--- src/rtl/assert_macros.svh ---
// Assertion macros shared by the tracker RTL.
// Define NO_ASSERTIONS to compile them out; no other dependencies.
`ifndef ASSERT_MACROS_SVH
`define ASSERT_MACROS_SVH
`ifndef NO_ASSERTIONS
// antecedent holds -> consequent holds in the same cycle
`define PST_ASSERT_IMP(lbl, clk_s, rstn_s, ante, cons) \
    lbl: assert property (@(posedge clk_s) disable iff (!rstn_s) (ante) |-> (cons)) \
        else $error("pst assertion failed");
// antecedent holds -> consequent holds in the next cycle
`define PST_ASSERT_NXT(lbl, clk_s, rstn_s, ante, cons) \
    lbl: assert property (@(posedge clk_s) disable iff (!rstn_s) (ante) |=> (cons)) \
        else $error("pst assertion failed");
`else
`define PST_ASSERT_IMP(lbl, clk_s, rstn_s, ante, cons)
`define PST_ASSERT_NXT(lbl, clk_s, rstn_s, ante, cons)
`endif
`endif

--- src/rtl/pst_pkg.sv ---
// Shared types and constants for the per-source sequence tracker.
// No dependencies; used by pst_ctrl, pst_dp and the top level.
package pst_pkg;

    localparam int SRC_W       = 10;
    localparam int SEQ_W       = 32;
    localparam int OP_W        = 2;
    localparam int KIND_W      = 3;
    localparam int CNT_OUT_W   = 11;
    localparam int S_TDATA_W   = 48;
    localparam int S_PAD_W     = S_TDATA_W - SRC_W - SEQ_W;
    localparam int M_TDATA_W   = 120;
    localparam int M_PAD_W     = M_TDATA_W - SRC_W - 3 * SEQ_W - CNT_OUT_W;
    // source index reduction: q = (src * ceil(2^SHIFT / N)) >> SHIFT
    localparam int RECIP_SHIFT = 20;
    localparam int MOD_W       = 28;

    localparam int DEF_WINDOW_BITS = 64;
    localparam int DEF_NUM_SOURCES = 1024;

    typedef enum logic [OP_W-1:0] {
        OP_TRACK     = 2'd0,
        OP_CLEAR_ONE = 2'd1,
        OP_CLEAR_ALL = 2'd2,
        OP_NONE      = 2'd3
    } op_t;

    typedef enum logic [KIND_W-1:0] {
        K_FIRST   = 3'd0,
        K_OK      = 3'd1,
        K_GAP     = 3'd2,
        K_DUP     = 3'd3,
        K_REORDER = 3'd4,
        K_CLEARED = 3'd5
    } kind_t;

    typedef struct packed {
        logic capture;     // take the input transfer into the datapath
        logic load_idx;    // register the reduced table index
        logic exec;        // update the record and load the result register
        logic sweep_step;  // clear one table entry
    } ctrl_cmd_t;

    typedef struct packed {
        logic op_none;
        logic op_clear_all;
        logic sweep_last;
        logic out_stall;   // result register full and not being taken
    } dp_status_t;

endpackage

--- src/rtl/pst_ctrl.sv ---
// Sequencer for the per-source sequence tracker.
// Depends on pst_pkg (command and status structs).
module pst_ctrl
(
    input  logic                   clk,
    input  logic                   rst_n,
    input  logic                   s_tvalid,
    output logic                   s_tready,
    input  pst_pkg::dp_status_t    status,
    output pst_pkg::ctrl_cmd_t     cmd
);

    typedef enum logic [4:0] {
        ST_SWEEP = 5'b00001,
        ST_IDLE  = 5'b00010,
        ST_INDEX = 5'b00100,
        ST_READ  = 5'b01000,
        ST_EXEC  = 5'b10000
    } state_t;

    state_t state_reg;
    state_t state_next;

    always_ff @(posedge clk or negedge rst_n)
    begin
        if (!rst_n)
        begin
            state_reg <= ST_SWEEP;
        end
        else
        begin
            state_reg <= state_next;
        end
    end

    always_comb
    begin
        state_next = state_reg;
        s_tready   = 1'b0;
        cmd        = '0;
        unique case (state_reg)
            ST_SWEEP:
            begin
                cmd.sweep_step = 1'b1;
                if (status.sweep_last)
                begin
                    state_next = ST_IDLE;
                end
            end
            ST_IDLE:
            begin
                s_tready = 1'b1;
                if (s_tvalid)
                begin
                    cmd.capture = 1'b1;
                    state_next  = ST_INDEX;
                end
            end
            ST_INDEX:
            begin
                // undefined op: dropped without a result
                if (status.op_none)
                begin
                    state_next = ST_IDLE;
                end
                else
                begin
                    cmd.load_idx = 1'b1;
                    state_next   = ST_READ;
                end
            end
            ST_READ:
            begin
                state_next = ST_EXEC;
            end
            ST_EXEC:
            begin
                if (!status.out_stall)
                begin
                    cmd.exec   = 1'b1;
                    state_next = status.op_clear_all ? ST_SWEEP : ST_IDLE;
                end
            end
            default:
            begin
                state_next = ST_SWEEP;
            end
        endcase
    end

endmodule

--- config.mk ---
export PLATFORM = sky130hd
export DESIGN_NAME = pst_ctrl
export DESIGN_NICKNAME = d
export VERILOG_FILES = /design/src/rtl/assert_macros.svh /design/src/rtl/pst_pkg.sv /design/src/rtl/pst_ctrl.sv
export SDC_FILE = /design/constraint.sdc
export NUM_CORES = 1
export LEC_CHECK = 0
export BUFFER_PORTS_ARGS = -buffer_cell sky130_fd_sc_hd__buf_4
export CAP_MARGIN = 20
export CORE_AREA = 2 2 39 41
export CTS_CLUSTER_DIAMETER = 40
export DETAILED_ROUTE_END_ITERATION = 8
export DIE_AREA = 0 0 41 43
export PLACE_DENSITY = 0.59
export SETUP_SLACK_MARGIN = 0.05
export SLEW_MARGIN = 15
export SYNTH_ARGS = -nofsm -noshare
export SYNTH_HDL_FRONTEND = slang
export SYNTH_SLANG_ARGS = --single-unit
--- constraint.sdc ---
create_clock -name clk -period 3.55 [get_ports clk]
set_input_delay 0.8875 -clock clk [delete_from_list [all_inputs] [get_ports clk]]
set_output_delay 0.8875 -clock clk [all_outputs]
set_load 0.05 [all_outputs]
==> results_dict.tcl, run 1 <==
set metrics [dict create \
    outcome "completed" \
    multi_input_area_um2 232.7 \
    vdd_drop_max_mv 0.2198 \
    crit_path_cell_trace "nand2b_1 > or4_4 > inv_1 > buf_4" \
    core_um2 1384 \
    fin_skew_ns 0.0007581 \
    clk_latency_ns 0.24 \
    syn_area_per_cell_um2 10.07 \
    first_iter_violations 10 \
    antenna_found_initial 0 \
    syn_to_final_growth_pct 20.00 \
    r2r_cells 4 \
    hold_path.class "in -> async" \
    syn_nets 48 \
    numCtsBuffers 3 \
    rsz0062_at_grt "no" \
    grt_pass1_vias 334 \
    dieArea_um2 1763 \
    worstSetupPathType "reg -> out" \
    dpl.hpwl_um 620.9 \
    layout.area.seq_um2 126.4 \
    placement_rows 14 \
    cts_tree "yes" \
    cts.htree.levels 1 \
    power_density_nw_per_um2 724.5 \
    cts_root_buffer "clkbuf_4" \
    worst_path_max_delay_cell "dfstp_2" \
    endpoint_kind "primary output" \
    wire_per_inst_um 12.36 \
    synth-seq-cells 5 \
    fin_tns_setup_ns 0 \
    fp.dieW_um 41 \
    hold_viol 0 \
    max_cap_viol_count 0 \
    io_pins 12 \
    synth_edf_count 0 \
    leakage_nw 0.2125 \
    grt_max_degree 13 \
    io_buffers 11 \
    finalCritPeriodShare 0.7062 \
    required_ns 2.66 \
    drt-pass1-iter-count 4 \
    fin_crit_ns 2.507 \
    largest_reg_flops 5 \
    drc_errors 0 \
    synth_ff_type "dfrtp_1" \
    synth_seq_area_share 0.3061 \
    max_slew.worst_pin.slew_ns 0.3958 \
    cts_buffer_depth 2 \
    layout.nets 59 \
    gr-total-overflow 0 \
    max_freq_ghz 0.3989 \
    cts_setup_buffers 0 \
    drive_above_1_share 0.4314 \
    clk_pin_slew_ns 0.04 \
    cp_num_buf_inv 2 \
    initial_core_util 0.2984 \
    max_stage_delay_ns 0.62 \
    r2r-start "state_reg[0]" \
    syn_area_um2 412.9 \
    cts-resized-gates 0 \
    gp_congestion 0.7482 \
    r2r-end "state_reg[1]" \
    grt_pass1_wl_um 1435 \
    crit_path_start_kind "flop" \
    reg2reg_setup_slack_ns 2.09 \
    cts_hold_buf 0 \
    vias 346 \
    synth.distinct_cells 30 \
    cp_max_fo 10 \
    finalSetupViolCount 0 \
    fillers 152 \
    cp_data_arrival_time_ns 1.62 \
    synthCells 41 \
    cts_sinks 5 \
    ant_nets 0 \
    drv_slew 0 \
    antenna_cells 0 \
    crit_family "flip-flops" \
    synthArstFlopShare 1.000 \
    maxSlewHeadroom 0.7361 \
    finalWirelength_um 828 \
    synthesis.yosys.warnings 0 \
    die_y_um 43 \
    utilization 0.3580 \
    vias_per_cell 5.164 \
    track_usage 0.1232 \
]
cell type report:
| cell class | instances | share of cell area |
|---|---|---|
| clock buffer | 4 | 0.05303 |
| tap | 16 | 0.04040 |
| timing repair buffer | 11 | 0.1667 |
| sequential | 5 | 0.2551 |
| multi-input combinational | 29 | 0.4697 |
| inverter | 2 | 0.01515 |
report_power, final:
part	switching [mW]	leakage (nW)	internal, mW
Combinational	0.105	0.133	0.0775
Clock	0.0207	0.0150	0.0423
Sequential	0.0376	0.0646	0.0762
Total	0.163	0.213	0.196
cell usage after synthesis, types with 2 or more instances:
cell	number	area share
nor4b_2	2	0.073
inv_1	2	0.018
o21ai_0	2	0.024
nand2b_1	3	0.045
nand4b_1	2	0.042
buf_4	2	0.036
dfrtp_1	4	0.24
and3_1	2	0.030
kinds of logic (layout without fill, tap and decap cells):
family	after synthesis	count (layout)	synth area share
xor+xnor	1	1	0.02122
mux	1	1	0.02424
flops	5	5	0.3061
compound gates	8	8	0.1455
simple gates	19	19	0.3727
buf+inv	7	17	0.1303
layer usage:
metal  routed length (um)  global-route usage  up-vias
met5                    0                   0        -
met4                    0              0.1000        0
met3                   35             0.01571        0
met2                  428              0.1656       11
met1                  364              0.1672      160
li1                     -                   -      175
worst max-delay path by stage:
stage                     slack (ns)  endpoint    startpoint  cells past startpoint
after floorplan                 0.81    cmd[1]     status[0]                      1
after global placement          1.18    cmd[2]     status[3]                      3
after detailed placement        1.17    cmd[1]     status[0]                      3
after CTS                       1.03    cmd[1]  state_reg[3]                      3
after global routing            0.94    cmd[0]  state_reg[0]                      4
final                           1.04    cmd[0]  state_reg[0]                      4
through the flow:
stage / worst slack (ns) / std cells / hold WS, ns / area (um^2) / power (mW)
global route: 0.9393 / 67 / 0.4295 / 495.5 / 0.3939
finish: 1.043 / 67 / 0.4416 / 495.5 / 0.3590
global placement: 1.184 / 63 / 0.6542 / 469.2 / 0.2968
detailed placement: 1.166 / 63 / 0.6508 / 469.2 / 0.2976
CTS: 1.030 / 67 / 0.4359 / 495.5 / 0.3629
floorplan: 0.8068 / 41 / 0.5223 / 412.9 / 0.2715
layout by cell type, fill, tap and decap left out, types with 2 or more instances in the layout:
| cell | n |
|---|---|
| and3_1 | 2 |
| buf_4 | 11 |
| clkbuf_4 | 3 |
| dfrtp_1 | 4 |
| inv_1 | 2 |
| nand2b_1 | 3 |
| nand4b_1 | 2 |
| nor4b_2 | 2 |
| o21ai_0 | 2 |
No activity file was read; power rests on OpenSTA's default activity.
==> run 2: changes to the inputs <==
==> constraint.sdc (replaced) <==
create_clock -name clk -period 2.5 [get_ports clk]
set_input_delay 0.625 -clock clk [delete_from_list [all_inputs] [get_ports clk]]
set_output_delay 0.625 -clock clk [all_outputs]
set_load 0.05 [all_outputs]
==> results_dict.tcl, run 2 (synthesis gave the netlist of run 1 again) <==
set metrics [dict create \
    gr-total-overflow 0 \
    cp_num_buf_inv 2 \
    grt.busiest_layer "met2" \
    use_met1 0.1579 \
    fp.dieW_um 41 \
    cts-resized-gates 0 \
    core_um2 1384 \
    cts_setup_buffers 0 \
    io_buffers 11 \
    clk_pin_slew_ns 0.04 \
    grt_pass1_vias 335 \
    power_density_nw_per_um2 1028 \
    wire_per_inst_um 12.34 \
    drive_above_1_share 0.4423 \
    layout.nets 60 \
    numCtsBuffers 3 \
    fin_crit_ns 2.244 \
    max_freq_ghz 0.4455 \
    vias 358 \
    antenna_found_initial 0 \
    dpl.hpwl_um 597.4 \
    r2r_cells 4 \
    hold_viol 0 \
    layout.area.seq_um2 126.4 \
    finalCritPeriodShare 0.8978 \
    path_depth 4 \
    p_total_mw 0.5170 \
    cts.htree.levels 1 \
    cts_buffer_depth 2 \
    placement_rows 14 \
    place_ws_ns 0.5108 \
    grt_pass1_wl_um 1428 \
    fillers 139 \
    utilization 0.3635 \
    cp_data_arrival_time_ns 1.62 \
    setup_slack_ns 0.2556 \
    syn_to_final_growth_pct 21.82 \
    met2_usage 0.1656 \
    vdd_drop_max_mv 0.2425 \
    drt-pass1-iter-count 4 \
    worst_path_max_delay_cell "dfstp_2" \
    gp_congestion 0.7347 \
    vias_per_cell 5.265 \
    cts_sinks 5 \
    cts_hold_buf 0 \
    dpl_cell_area_um2 476.7 \
    max_slew.worst_pin.slew_ns 0.3942 \
    io_pins 12 \
    fin_tns_setup_ns 0 \
    layout_common_cells "12 x buf_4, 4 x dfrtp_1, 3 x nand2b_1, 3 x clkbuf_4" \
    hold_path.class "in -> async" \
    first_iter_violations 5 \
    antenna_cells 0 \
    crit_path_cell_trace "nand2b_1 > or4_4 > inv_1 > buf_4" \
    fin_skew_ns 0.0002306 \
    grt_max_degree 13 \
    ant_nets 0 \
    cts_root_buffer "clkbuf_4" \
    max_stage_delay_ns 0.61 \
    cp_max_fo 10 \
    leakage_nw 0.2179 \
    cts_tree "yes" \
    crit_family "flip-flops" \
    drc_errors 0 \
    required_ns 1.88 \
    finalSetupViolCount 0 \
    layout.cells.non_filler 68 \
    crit_path_start_kind "flop" \
    dieArea_um2 1763 \
    drv_slew 0 \
    whs_ns 0.1752 \
    die_y_um 43 \
    max_cap_viol_count 0 \
    maxSlewHeadroom 0.7372 \
    initial_core_util 0.2984 \
    track_usage 0.1234 \
    final_area_um2 503.0 \
    worstSetupPathType "reg -> out" \
    largest_reg_flops 5 \
    endpoint_kind "primary output" \
    dp_cells 64 \
    clk_latency_ns 0.24 \
    layout_commonest_cell "buf_4" \
    met3_usage 0.01571 \
    rsz0062_at_grt "no" \
    finalWirelength_um 839 \
    outcome "completed" \
    multi_input_area_um2 232.7 \
]
run 2: report_power, final:
| part | internal, mW | leakage, nW | switching [mW] |
|---|---|---|---|
| logic | 0.114 | 0.138 | 0.158 |
| registers | 0.108 | 0.0646 | 0.0446 |
| clock network | 0.0603 | 0.0150 | 0.0320 |
| total | 0.282 | 0.218 | 0.235 |
run 2: worst paths after layout:
kind	from	end	slack, ns
max in group asynchronous	rst_n	state_reg[0]	2.13
worst max register to register	state_reg[0]	state_reg[1]	1.05
min in group clk	status[1]	state_reg[0]	0.55
worst min-delay path	rst_n	state_reg[4]	0.18
worst min register to register	state_reg[2]	state_reg[0]	0.55
worst max-delay path	state_reg[0]	cmd[0]	0.26
run 2: worst reg2reg max path, delay by kind of cell, from the launching register on:
| family | cells | cell delay, ns |
|---|---|---|
| flops | 1 | 0.61 |
| simple gates | 2 | 0.50 |
| compound gates | 2 | 0.20 |
run 2: area by class of cell:
class,count,share of cell area
Tap cell,16,0.03980
Multi-Input combinational cell,29,0.4627
Timing Repair Buffer,12,0.1791
Sequential cell,5,0.2512
Inverter,2,0.01493
Clock buffer,4,0.05224
run 2: routing by layer:
metal	wire length [um]	vias to the layer above	part of all wire
li1	-	177	-
met1	375	165	0.45
met2	397	13	0.47
met3	40	3	0.048
met4	27	0	0.032
met5	0	-	0
==> run 3: changes to the inputs <==
==> constraint.sdc (replaced) <==
create_clock -name clk -period 2.4 [get_ports clk]
set_input_delay 0.6 -clock clk [delete_from_list [all_inputs] [get_ports clk]]
set_output_delay 0.6 -clock clk [all_outputs]
set_load 0.05 [all_outputs]
==> results_dict.tcl, run 3 (synthesis gave the netlist of run 1 again) <==
set metrics [dict create \
    outcome "completed" \
    rsz0062_at_grt "no" \
    antenna_cells 0 \
    cts_sinks 5 \
    finalCritPeriodShare 0.9334 \
    antenna_found_initial 0 \
    layout.nets 61 \
    fin_crit_ns 2.240 \
    cp_num_buf_inv 1 \
    p_total_mw 0.5382 \
    finalSetupViolCount 0 \
    initial_core_util 0.2984 \
    clk_pin_slew_ns 0.04 \
    max_cap_viol_count 0 \
    drive_above_1_share 0.4528 \
    io_pins 12 \
    drt-pass1-iter-count 4 \
    crit_path_cell_trace "or3_4 > nor4b_2 > buf_4" \
    first_iter_violations 4 \
    power_density_nw_per_um2 1054 \
    max_freq_ghz 0.4464 \
    cts-resized-gates 0 \
    drc_errors 0 \
    grt_pass1_vias 333 \
    required_ns 1.80 \
    leakage_nw 0.2234 \
    cts_tree "yes" \
    layout.cells.non_filler 69 \
    cts_setup_buffers 0 \
    cts.htree.levels 1 \
    max_slew.worst_pin.slew_ns 0.3350 \
    largest_reg_flops 5 \
    drv_slew 0 \
    multi_input_area_um2 232.7 \
    crit_family "simple AND/OR/NAND/NOR gates" \
    fin_skew_ns 0.001693 \
    fillers 139 \
    vias_per_cell 5.435 \
    dp_cells 65 \
    vias 375 \
    grt_pass1_wl_um 1483 \
    cp_data_arrival_time_ns 1.64 \
    dpl.hpwl_um 627.6 \
    die_y_um 43 \
    clk_latency_ns 0.23 \
    maxSlewHeadroom 0.7709 \
    place_ws_ns 0.4099 \
    setup_slack_ns 0.1599 \
    cts_buffer_depth 2 \
    crit_path_start_kind "flop" \
    layout_commonest_cell "buf_4" \
    worst_path_max_delay_cell "dfrtp_1" \
    gp_congestion 0.7400 \
    track_usage 0.1239 \
    syn_to_final_growth_pct 23.64 \
    hold_path.class "in -> async" \
    numCtsBuffers 3 \
    core_um2 1384 \
    layout_common_cells "13 x buf_4, 4 x dfrtp_1, 3 x nand2b_1, 3 x clkbuf_4" \
    layout.area.seq_um2 126.4 \
    cp_max_fo 10 \
    ant_nets 0 \
    gr-total-overflow 0 \
    hold_viol 0 \
    max_stage_delay_ns 0.49 \
    worstSetupPathType "reg -> out" \
    io_buffers 11 \
    fp.dieW_um 41 \
    vdd_drop_max_mv 0.2647 \
    endpoint_kind "primary output" \
    placement_rows 14 \
    dieArea_um2 1763 \
    wire_per_inst_um 12.65 \
    cts_hold_buf 0 \
    grt_max_degree 11 \
    cts_root_buffer "clkbuf_4" \
    finalWirelength_um 873 \
]
==> run 3: cell count changes in the layout (fill, tap and decap cells not counted), sizes merged <==
cell and delta:
buf +1
==> run 3: power breakdown <==
part	switching (mW)	internal, mW
registers	0.0495	0.113
clock network	0.0298	0.0626
logic	0.165	0.119
==> run 3: final cells by class <==
cell class,count,share of cell area
clock buffers,4,0.05147
inverters,2,0.01471
multi-input cells,29,0.4559
flip-flops and latches,5,0.2475
well taps,16,0.03922
repair buffers,13,0.1912
==> run 3: worst paths after layout <==
kind | startpoint | slack [ns] | cells past startpoint | endpoint
min in group clk | status[1] | 0.53 | 2 | state_reg[0]
min reg2reg | state_reg[2] | 0.59 | 2 | state_reg[0]
max reg2reg | state_reg[0] | 0.91 | 4 | state_reg[1]
min | rst_n | 0.16 | 1 | state_reg[3]
max | state_reg[3] | 0.16 | 3 | cmd[2]
max in group asynchronous | rst_n | 2.05 | 1 | state_reg[0]
==> run 3: worst register-to-register path: cells and delay by family, from the launching register on <==
kind	cells	cell delay, ns
and+or+nand+nor	2	0.51
AOI/OAI and AO/OA	2	0.23
DFF	1	0.62
==> run 3: metrics by stage <==
step / utilization / hold slack (ns) / setup TNS (ns) / cell area (um^2)
after floorplan: - / 0.3044 / -0.02461 / 412.9
after global placement: 0.3499 / 0.4064 / 0 / 484.2
after detailed placement: 0.3499 / 0.4052 / 0 / 484.2
after CTS: 0.3689 / 0.1551 / 0 / 510.5
after global routing: 0.3689 / 0.1511 / 0 / 510.5
final: 0.3689 / 0.1569 / 0 / 510.5
==> run 3: routing by layer <==
metal	routed length, um	track usage	vias up	share of wire
li1	-	-	180	-
met1	394	0.1656	185	0.45
met2	442	0.1594	10	0.51
met3	36	0.03665	0	0.041
met4	0	0.09333	0	0
met5	0	0	-	0
